<file path="src/rtl/hjd_pkg.sv">
// Shared types and constants for the headset jack detect block.
// No dependencies; imported by every module under rtl/.
`default_nettype none

package hjd_pkg;

    // Upper bound on the number of polarity/bias modes that are tried
    localparam int HJD_MAX_MODES = 8;
    localparam int HJD_MODE_CAP  = (HJD_MAX_MODES < 8) ? HJD_MAX_MODES : 8;
    localparam logic [3:0] MODE_LIMIT = 4'(HJD_MODE_CAP);

    localparam logic [3:0] MODE_COUNT_RST = 4'd2;
    localparam logic [3:0] FLIP_MAX       = 4'd15;

    // Event kinds
    localparam logic ACT_JACK = 1'b0;
    localparam logic ACT_MIC  = 1'b1;

    // Impedance field layout
    localparam int IMP_HIGH_BIT = 8;

    // Accessory codes
    localparam logic [1:0] ACC_NONE       = 2'd0;
    localparam logic [1:0] ACC_HEADSET    = 2'd1;
    localparam logic [1:0] ACC_HEADPHONES = 2'd2;

    typedef struct packed {
        logic       action;
        logic       jack_present;
        logic       detect_valid;
        logic       detect_closed;
        logic [8:0] impedance_level;
    } t_item;

    typedef struct packed {
        logic       event_handled;
        logic       report_valid;
        logic [1:0] accessory_state;
        logic [2:0] polarity_mode;
        logic       detect_enable;
    } t_result;

endpackage

`default_nettype wire

</file>
<file path="src/rtl/hjd_in_stage.sv">
// Input register for the headset jack detect block.
// Depends on hjd_pkg for the request type.
`default_nettype none

module hjd_in_stage import hjd_pkg::*; (
    input  wire logic  i_clk,
    input  wire logic  i_rst_n,
    input  wire logic  i_valid,
    input  wire t_item i_item,
    input  wire logic  i_advance,
    output logic       o_stall,
    output logic       o_valid,
    output t_item      o_item
);

    logic  r_valid;
    t_item r_item;
    logic  load;

    // Held request blocks new ones only while the result side is full
    assign o_stall = r_valid && !i_advance;
    assign load    = i_valid && !o_stall;

    always_ff @(posedge i_clk) begin
        if (!i_rst_n) begin
            r_valid <= 1'b0;
        end else if (load) begin
            r_valid <= 1'b1;
        end else if (i_advance) begin
            r_valid <= 1'b0;
        end
    end

    always_ff @(posedge i_clk) begin
        if (load) begin
            r_item <= i_item;
        end
    end

    assign o_valid = r_valid;
    assign o_item  = r_item;

endmodule

`default_nettype wire

</file>
<file path="src/rtl/hjd_core.sv">
// Detection state and per-request decision logic.
// Holds the mode count register and the detect flags; depends on hjd_pkg.
`default_nettype none

module hjd_core import hjd_pkg::*; (
    input  wire logic       i_clk,
    input  wire logic       i_rst_n,
    input  wire logic       i_cfg_we,
    input  wire logic [3:0] i_cfg_wdata,
    input  wire logic       i_fire,
    input  wire t_item      i_item,
    output t_result         o_result
);

    logic [3:0] r_mode_count;
    logic       r_detecting, n_detecting;
    logic       r_mic_found, n_mic_found;
    logic [3:0] r_flip_count, n_flip_count;
    logic [2:0] r_mode_index, n_mode_index;
    logic       r_detect_on, n_detect_on;

    logic       handled;
    logic       report;
    logic [1:0] acc;
    logic [3:0] n_modes;
    logic [3:0] flip_inc;
    logic [2:0] mode_step;
    logic       imp_high;
    logic       imp_mid;
    logic       imp_short;

    always_comb begin
        if (r_mode_count == 4'd0) begin
            n_modes = 4'd1;
        end else if (r_mode_count > MODE_LIMIT) begin
            n_modes = MODE_LIMIT;
        end else begin
            n_modes = r_mode_count;
        end
    end

    assign imp_high  = i_item.impedance_level[IMP_HIGH_BIT];
    assign imp_mid   = |i_item.impedance_level[7:1];
    assign imp_short = |i_item.impedance_level[7:0];
    assign flip_inc  = (r_flip_count == FLIP_MAX) ? r_flip_count : r_flip_count + 4'd1;
    assign mode_step = r_mode_index + 3'd1;

    always_comb begin
        n_detecting  = r_detecting;
        n_mic_found  = r_mic_found;
        n_flip_count = r_flip_count;
        n_mode_index = r_mode_index;
        n_detect_on  = r_detect_on;
        handled      = 1'b1;
        report       = 1'b0;
        acc          = ACC_NONE;

        if (i_item.action == ACT_JACK) begin
            if (i_item.jack_present) begin
                n_detecting  = 1'b1;
                n_mic_found  = 1'b0;
                n_flip_count = 4'd0;
                n_detect_on  = 1'b1;
            end else begin
                n_detect_on = 1'b0;
                report      = 1'b1;
            end
        end else if (!i_item.detect_valid) begin
            handled = 1'b0;
        end else if (!i_item.detect_closed) begin
            n_detecting = 1'b0;
        end else if (r_detecting && imp_high) begin
            report      = 1'b1;
            acc         = ACC_HEADSET;
            n_mic_found = 1'b1;
            n_detecting = 1'b0;
        end else if (r_detecting && imp_mid) begin
            n_flip_count = flip_inc;
            if (flip_inc >= n_modes) begin
                // every mode tried: no mic
                n_detecting = 1'b0;
                report      = 1'b1;
                acc         = ACC_HEADPHONES;
            end else if ({1'b0, mode_step} >= n_modes) begin
                n_mode_index = 3'd0;
            end else begin
                n_mode_index = mode_step;
            end
        end else if (imp_short) begin
            // with a mic present, or after detection, a short is button activity
            if (!r_mic_found && r_detecting) begin
                n_detecting = 1'b0;
                n_detect_on = 1'b0;
                report      = 1'b1;
                acc         = ACC_HEADPHONES;
            end
        end
    end

    always_ff @(posedge i_clk) begin
        if (!i_rst_n) begin
            r_mode_count <= MODE_COUNT_RST;
            r_detecting  <= 1'b1;
            r_mic_found  <= 1'b0;
            r_flip_count <= 4'd0;
            r_mode_index <= 3'd0;
            r_detect_on  <= 1'b0;
        end else begin
            if (i_cfg_we) begin
                r_mode_count <= i_cfg_wdata;
            end
            if (i_fire) begin
                r_detecting  <= n_detecting;
                r_mic_found  <= n_mic_found;
                r_flip_count <= n_flip_count;
                r_mode_index <= n_mode_index;
                r_detect_on  <= n_detect_on;
            end
        end
    end

    assign o_result.event_handled   = handled;
    assign o_result.report_valid    = report;
    assign o_result.accessory_state = acc;
    assign o_result.polarity_mode   = n_mode_index;
    assign o_result.detect_enable   = n_detect_on;

    a_insert_arms: assert property (@(posedge i_clk) disable iff (!i_rst_n)
        i_fire && i_item.action == ACT_JACK && i_item.jack_present
        |=> r_detect_on && r_detecting && r_flip_count == 4'd0)
        else $error("insertion did not arm detection");

    a_idle_holds: assert property (@(posedge i_clk) disable iff (!i_rst_n)
        !i_fire |=> $stable(r_flip_count) && $stable(r_mode_index) && $stable(r_detect_on))
        else $error("detect state moved without a request");

    a_invalid_quiet: assert property (@(posedge i_clk) disable iff (!i_rst_n)
        i_fire && i_item.action == ACT_MIC && !i_item.detect_valid
        |=> $stable(r_detecting) && $stable(r_mic_found) && $stable(r_flip_count))
        else $error("invalid reading changed detect state");

    a_flip_bounded: assert property (@(posedge i_clk) disable iff (!i_rst_n)
        i_fire && i_item.action == ACT_MIC |=> r_flip_count >= $past(r_flip_count))
        else $error("flip count went backwards on a mic reading");

endmodule

`default_nettype wire

</file>
<file path="src/rtl/hjd_out_stage.sv">
// Result register for the headset jack detect block.
// Depends on hjd_pkg for the result type.
`default_nettype none

module hjd_out_stage import hjd_pkg::*; (
    input  wire logic    i_clk,
    input  wire logic    i_rst_n,
    input  wire logic    i_valid,
    input  wire t_result i_result,
    input  wire logic    i_stall,
    output logic         o_advance,
    output logic         o_valid,
    output t_result      o_result
);

    logic    r_valid;
    t_result r_result;

    // Register is free when empty or being drained this cycle
    assign o_advance = !r_valid || !i_stall;

    always_ff @(posedge i_clk) begin
        if (!i_rst_n) begin
            r_valid <= 1'b0;
        end else if (o_advance) begin
            r_valid <= i_valid;
        end
    end

    always_ff @(posedge i_clk) begin
        if (o_advance && i_valid) begin
            r_result <= i_result;
        end
    end

    assign o_valid  = r_valid;
    assign o_result = r_result;

    a_no_report_on_ignore: assert property (@(posedge i_clk) disable iff (!i_rst_n)
        r_valid && !r_result.event_handled |-> !r_result.report_valid)
        else $error("ignored request carries a report");

    a_quiet_state_none: assert property (@(posedge i_clk) disable iff (!i_rst_n)
        r_valid && !r_result.report_valid |-> r_result.accessory_state == ACC_NONE)
        else $error("accessory code without a report");

endmodule

`default_nettype wire

</file>
<file path="src/rtl/headset_jack_detect_fsm_unit.sv">
// Headset jack detect state machine, top level.
// Instantiates hjd_in_stage, hjd_core and hjd_out_stage; depends on hjd_pkg.
//
// Requests: one event per request on i_valid / o_stall, either a jack
// event (insert/remove) or a mic-detect reading with its impedance bits.
// Results: one result per request on o_valid / i_stall, carrying whether
// the event was handled, an optional accessory report, the polarity mode
// for the analog front end and the detect enable.
// Config: i_cfg_we writes the number of polarity modes to try (4 bits).
// Path: a request goes through the input register, then the result
// register, to o_valid. Throughput: one request per cycle while i_stall
// is low; the whole decision is a single pass through the flag and
// counter logic between the two registers.
// Reset (i_rst_n low at a clock edge): both registers empty, detect flags
// back to detecting/no mic/disabled, mode count back to 2.
// Stall: a stalled result holds; one more request is held in the input
// register, after which o_stall rises until the result is taken.
`default_nettype none

module headset_jack_detect_fsm_unit import hjd_pkg::*; (
    input  wire logic       i_clk,
    input  wire logic       i_rst_n,
    input  wire logic       i_cfg_we,
    input  wire logic [3:0] i_cfg_wdata,
    input  wire logic       i_valid,
    output logic            o_stall,
    input  wire logic       i_action,
    input  wire logic       i_jack_present,
    input  wire logic       i_detect_valid,
    input  wire logic       i_detect_closed,
    input  wire logic [8:0] i_impedance_level,
    output logic            o_valid,
    input  wire logic       i_stall,
    output logic            o_event_handled,
    output logic            o_report_valid,
    output logic [1:0]      o_accessory_state,
    output logic [2:0]      o_polarity_mode,
    output logic            o_detect_enable
);

    t_item   req_item;
    t_item   held_item;
    logic    held_valid;
    logic    advance;
    logic    fire;
    t_result core_result;
    t_result out_result;

    assign req_item.action          = i_action;
    assign req_item.jack_present    = i_jack_present;
    assign req_item.detect_valid    = i_detect_valid;
    assign req_item.detect_closed   = i_detect_closed;
    assign req_item.impedance_level = i_impedance_level;

    hjd_in_stage u_in (
        .i_clk     (i_clk),
        .i_rst_n   (i_rst_n),
        .i_valid   (i_valid),
        .i_item    (req_item),
        .i_advance (advance),
        .o_stall   (o_stall),
        .o_valid   (held_valid),
        .o_item    (held_item)
    );

    assign fire = held_valid && advance;

    hjd_core u_core (
        .i_clk       (i_clk),
        .i_rst_n     (i_rst_n),
        .i_cfg_we    (i_cfg_we),
        .i_cfg_wdata (i_cfg_wdata),
        .i_fire      (fire),
        .i_item      (held_item),
        .o_result    (core_result)
    );

    hjd_out_stage u_out (
        .i_clk     (i_clk),
        .i_rst_n   (i_rst_n),
        .i_valid   (held_valid),
        .i_result  (core_result),
        .i_stall   (i_stall),
        .o_advance (advance),
        .o_valid   (o_valid),
        .o_result  (out_result)
    );

    assign o_event_handled   = out_result.event_handled;
    assign o_report_valid    = out_result.report_valid;
    assign o_accessory_state = out_result.accessory_state;
    assign o_polarity_mode   = out_result.polarity_mode;
    assign o_detect_enable   = out_result.detect_enable;

    a_stall_only_when_full: assert property (@(posedge i_clk) disable iff (!i_rst_n)
        o_stall |-> o_valid && i_stall && held_valid)
        else $error("request side stalled with room downstream");

    a_taken_moves_on: assert property (@(posedge i_clk) disable iff (!i_rst_n)
        fire |=> o_valid)
        else $error("processed request produced no result");

    a_drain_empty: assert property (@(posedge i_clk) disable iff (!i_rst_n)
        !held_valid && o_valid && !i_stall |=> !o_valid)
        else $error("result appeared with nothing processed");

endmodule

`default_nettype wire

</file>
<file path="config.mk">
export PLATFORM = sky130hd
export DESIGN_NAME = headset_jack_detect_fsm_unit
export DESIGN_NICKNAME = d
export VERILOG_FILES = /design/src/rtl/hjd_pkg.sv /design/src/rtl/hjd_in_stage.sv /design/src/rtl/hjd_core.sv /design/src/rtl/hjd_out_stage.sv /design/src/rtl/headset_jack_detect_fsm_unit.sv
export SDC_FILE = /design/constraint.sdc
export NUM_CORES = 1
export LEC_CHECK = 0
export BUFFER_PORTS_ARGS = -buffer_cell sky130_fd_sc_hd__buf_4
export CORE_MARGIN = 8
export CORE_UTILIZATION = 28
export CTS_BUF_LIST = sky130_fd_sc_hd__clkbuf_4
export DETAILED_ROUTE_END_ITERATION = 16
export GPL_TIMING_DRIVEN = 0
export HOLD_SLACK_MARGIN = 0.02
export PLACE_DENSITY = 0.49
export SYNTH_ARGS = -nofsm -noshare
export SYNTH_HDL_FRONTEND = slang
export SYNTH_SLANG_ARGS = --single-unit
</file>
<file path="constraint.sdc">
create_clock -name i_clk -period 3.6 [get_ports i_clk]
set_input_delay 0.72 -clock i_clk [delete_from_list [all_inputs] [get_ports i_clk]]
set_output_delay 0.72 -clock i_clk [all_outputs]
set_load 0.01 [all_outputs]
</file>
==> reports/results.tsv <==
metric	value	unit
p_seq_share	54.9	%
path_class	flip-flop to flip-flop	
synth_enable_flop_cells	21	
first_pass_iters	4	
synth_warnings	0	
drv_slew	0	
status	completed	
drt_wl_total	3.50	mm
async_flop_share	0	%
ir_worst_vdd	172	uV
grt_pass1_vias	1259	
synth_area_leader_cell	edfxtp_1	
vias	1262	
drive_gt1_share	23.0	%
endpoint_kind	flip-flop	
dp_slack	0.777	ns
p_comb_share	10.4	%
ctsHoldBuffers	0	
max_cap_violations	0	
dieArea	0.00900	mm^2
start_util	29.2	%
fill_cells	635	
synth_area_leaders	edfxtp_1 36%, dfxtp_1 18%, ha_1 6.5%	
hold_viol	0	
grt_usage	8.22	%
gr-usage-met1	9.34	%
grt_max_degree	17	
crit-reg2reg-launch	u_core.r_flip_count[0]	
core_area	0.00596	mm^2
use_met2	13.1	%
clkTransAtPathRegs	0.12	ns
io_pins	32	
tns	0	ns
ant_nets	0	
drt_iter0_drc	20	
area_growth	23.1	%
rows	28	
syn-mean-instance-area	11.0	um^2
layout_min_cycle_time	2.81	ns
p_per_area	403	mW/mm^2
syn_inst	158	
finClkSkew	0.0102	ns
rr_worst_depth	8	
grt_pass1_wl	5.75	mm
post_drt_wl_per_cell	12.9	um
holdPathEnd	u_out.o_valid	
crit_fanout	6	
p_int	0.000665	W
synth_area	0.00174	mm^2
dpl.hpwl	2.71	mm
critPathLaunchType	flip-flop	
max_slew.worst_pin.slew	1.06	ns
hp-class	flip-flop to flip-flop	
top_usage_layer	met2	
place_area	0.00206	mm^2
rr_endpoint	u_core.r_mode_index[0]	
layout_common_cells	30 x buf_4, 24 x nor2_1, 21 x edfxtp_1, 16 x dfxtp_1, 11 x nand2_1	
worstHoldPathCells	2	
gp_congestion	0.742	
power_leakage	0.876	nW
grtUsageMet3	3.97	%
worst_ep_required_time	3.88	ns
cts_tree	built	
fin_area	0.00214	mm^2
die_h	94.9	um
sw_frac_of_total	23.2	%
clk_latency	0.34	ns
period_share	78.2	%
drc	0	
fmax	355	MHz
cts.path.max_buffers	2	
ys.flop_type	edfxtp_1	
slew_headroom	29.1	%
h-tree-depth	2	
setup_viol	0	
final_common_cell	buf_4	
worst_slack	0.786	ns
nNetsFinal	226	
antenna_found_initial	0	
ys_types	42	
grt-ovfl-total	0	
finalPower	0.000865	W
vias_per_cell	4.66	
cts_resized	0	
r2r_slack	0.79	ns
postCtsSetupBuffers	0	
switchingPower	0.000201	W
netlist.area_leader.share	36.2	%
root_buffer	clkbuf_4	
arrival	3.09	ns
die_w	94.9	um
io_buffers	30	
antennaDiodeCount	0	
min_from	u_in.o_valid	
syn_nets	189	
rsz0062_at_grt	no	
cts_made_buffers	5	
synth-seq-area-share	54.6	%
post-route-util	36.0	%
p_clk_share	34.7	%
yosys_register_bits	37	
numClockSinks	37	
-- registers in the layout (all words and copies together) (netlist names) --
name / count
u_out.o_result: 8
u_core.r_flip_count: 4
u_core.r_detect_on: 1
u_in.o_valid: 1
u_core.r_mode_index: 3
u_in.o_item: 13
u_core.r_mode_count: 4
u_core.r_detecting: 1
u_core.r_mic_found: 1
u_out.o_valid: 1
-- power by group through the flow --
stage,sequential [W],clock (W),combinational [W]
after floorplan,0.000485,0,0.0000514
after global placement,0.000485,0,0.0000905
after detailed placement,0.000485,0,0.0000913
after CTS,0.000475,0.000315,0.0000914
after global routing,0.000477,0.000332,0.0000996
final,0.000475,0.000301,0.0000896
-- synth_stat cells (2+ instances only) --
cell      number
nor2_1        24
mux2_1         2
inv_1          3
nand4b_1       2
dfxtp_1       16
and2_1         2
a22oi_1        3
nand3_1        5
ha_1           9
mux2i_1        6
o21ai_1        4
clkbuf_1       3
nand2b_1       7
nand2_1       11
nor2b_1        2
and3_1         2
a21o_1         2
inv_2          2
edfxtp_1      21
a21oi_1        7
o21ai_0        2
nor3_1         3
-- stage by stage --
step / hold slack [ns] / instances
2_1_floorplan: 0.443 / 158
3_3_place_gp: 0.460 / 263
3_5_place_dp: 0.462 / 263
4_1_cts: 0.493 / 271
5_1_grt: 0.505 / 271
6_report: 0.487 / 271
-- worst max-delay path, stage by stage (launching register included) --
cell and delay, ns:
dfxtp_1 0.44, ha_1 0.24, nand3_1 0.18, mux2_1 0.39
ha_1 0.32, a2111oi_4 0.37, o2111ai_2 0.25, or3b_1 0.43
a21oi_2 0.13
-- metal layers --
| metal | part of all wire, % | vias to the layer above |
|---|---|---|
| li1 | - | 649 |
| met1 | 44 | 569 |
| met2 | 47 | 37 |
| met3 | 8.2 | 7 |
| met4 | 1.3 | 0 |
| met5 | 0 | - |
-- logic make-up (layout without fill, tap and decap cells) --
family / count (synthesis) / count (layout) / synth area share (%)
muxes: 8 / 8 / 4.74
buffers and inverters: 8 / 46 / 1.72
adders and majority gates: 9 / 9 / 6.47
and+or+nand+nor: 61 / 61 / 16.9
xor gates and xnor gates: 2 / 2 / 1.01
DFF: 37 / 37 / 54.6
AOI/OAI and AO/OA: 33 / 33 / 14.6
-- area by class of cell --
cell class | count | area [um^2] | area share (%)
plain buffers | 3 | 11.3 | 0.525
clock inverters | 2 | 38.8 | 1.81
inverters | 5 | 18.8 | 0.875
multi-input cells | 113 | 761 | 35.5
repair buffers | 30 | 225 | 10.5
well taps | 75 | 93.8 | 4.38
flip-flops and latches | 37 | 951 | 44.3
clock buffers | 6 | 45.0 | 2.10
-- how the worst max path moves through the flow --
stage	endpoint	slack, ns	from
after floorplan	u_out.o_result[2]	1.03	u_core.r_flip_count[0]
after global placement	u_out.o_result[2]	0.76	u_core.r_flip_count[0]
final	u_core.r_mode_index[0]	0.79	u_core.r_flip_count[0]
after CTS	u_out.o_result[2]	0.76	u_core.r_flip_count[0]
after global routing	u_core.r_mode_index[0]	0.61	u_core.r_flip_count[0]
after detailed placement	u_out.o_result[2]	0.78	u_core.r_flip_count[0]
No activity file was read; power rests on OpenSTA's default activity.
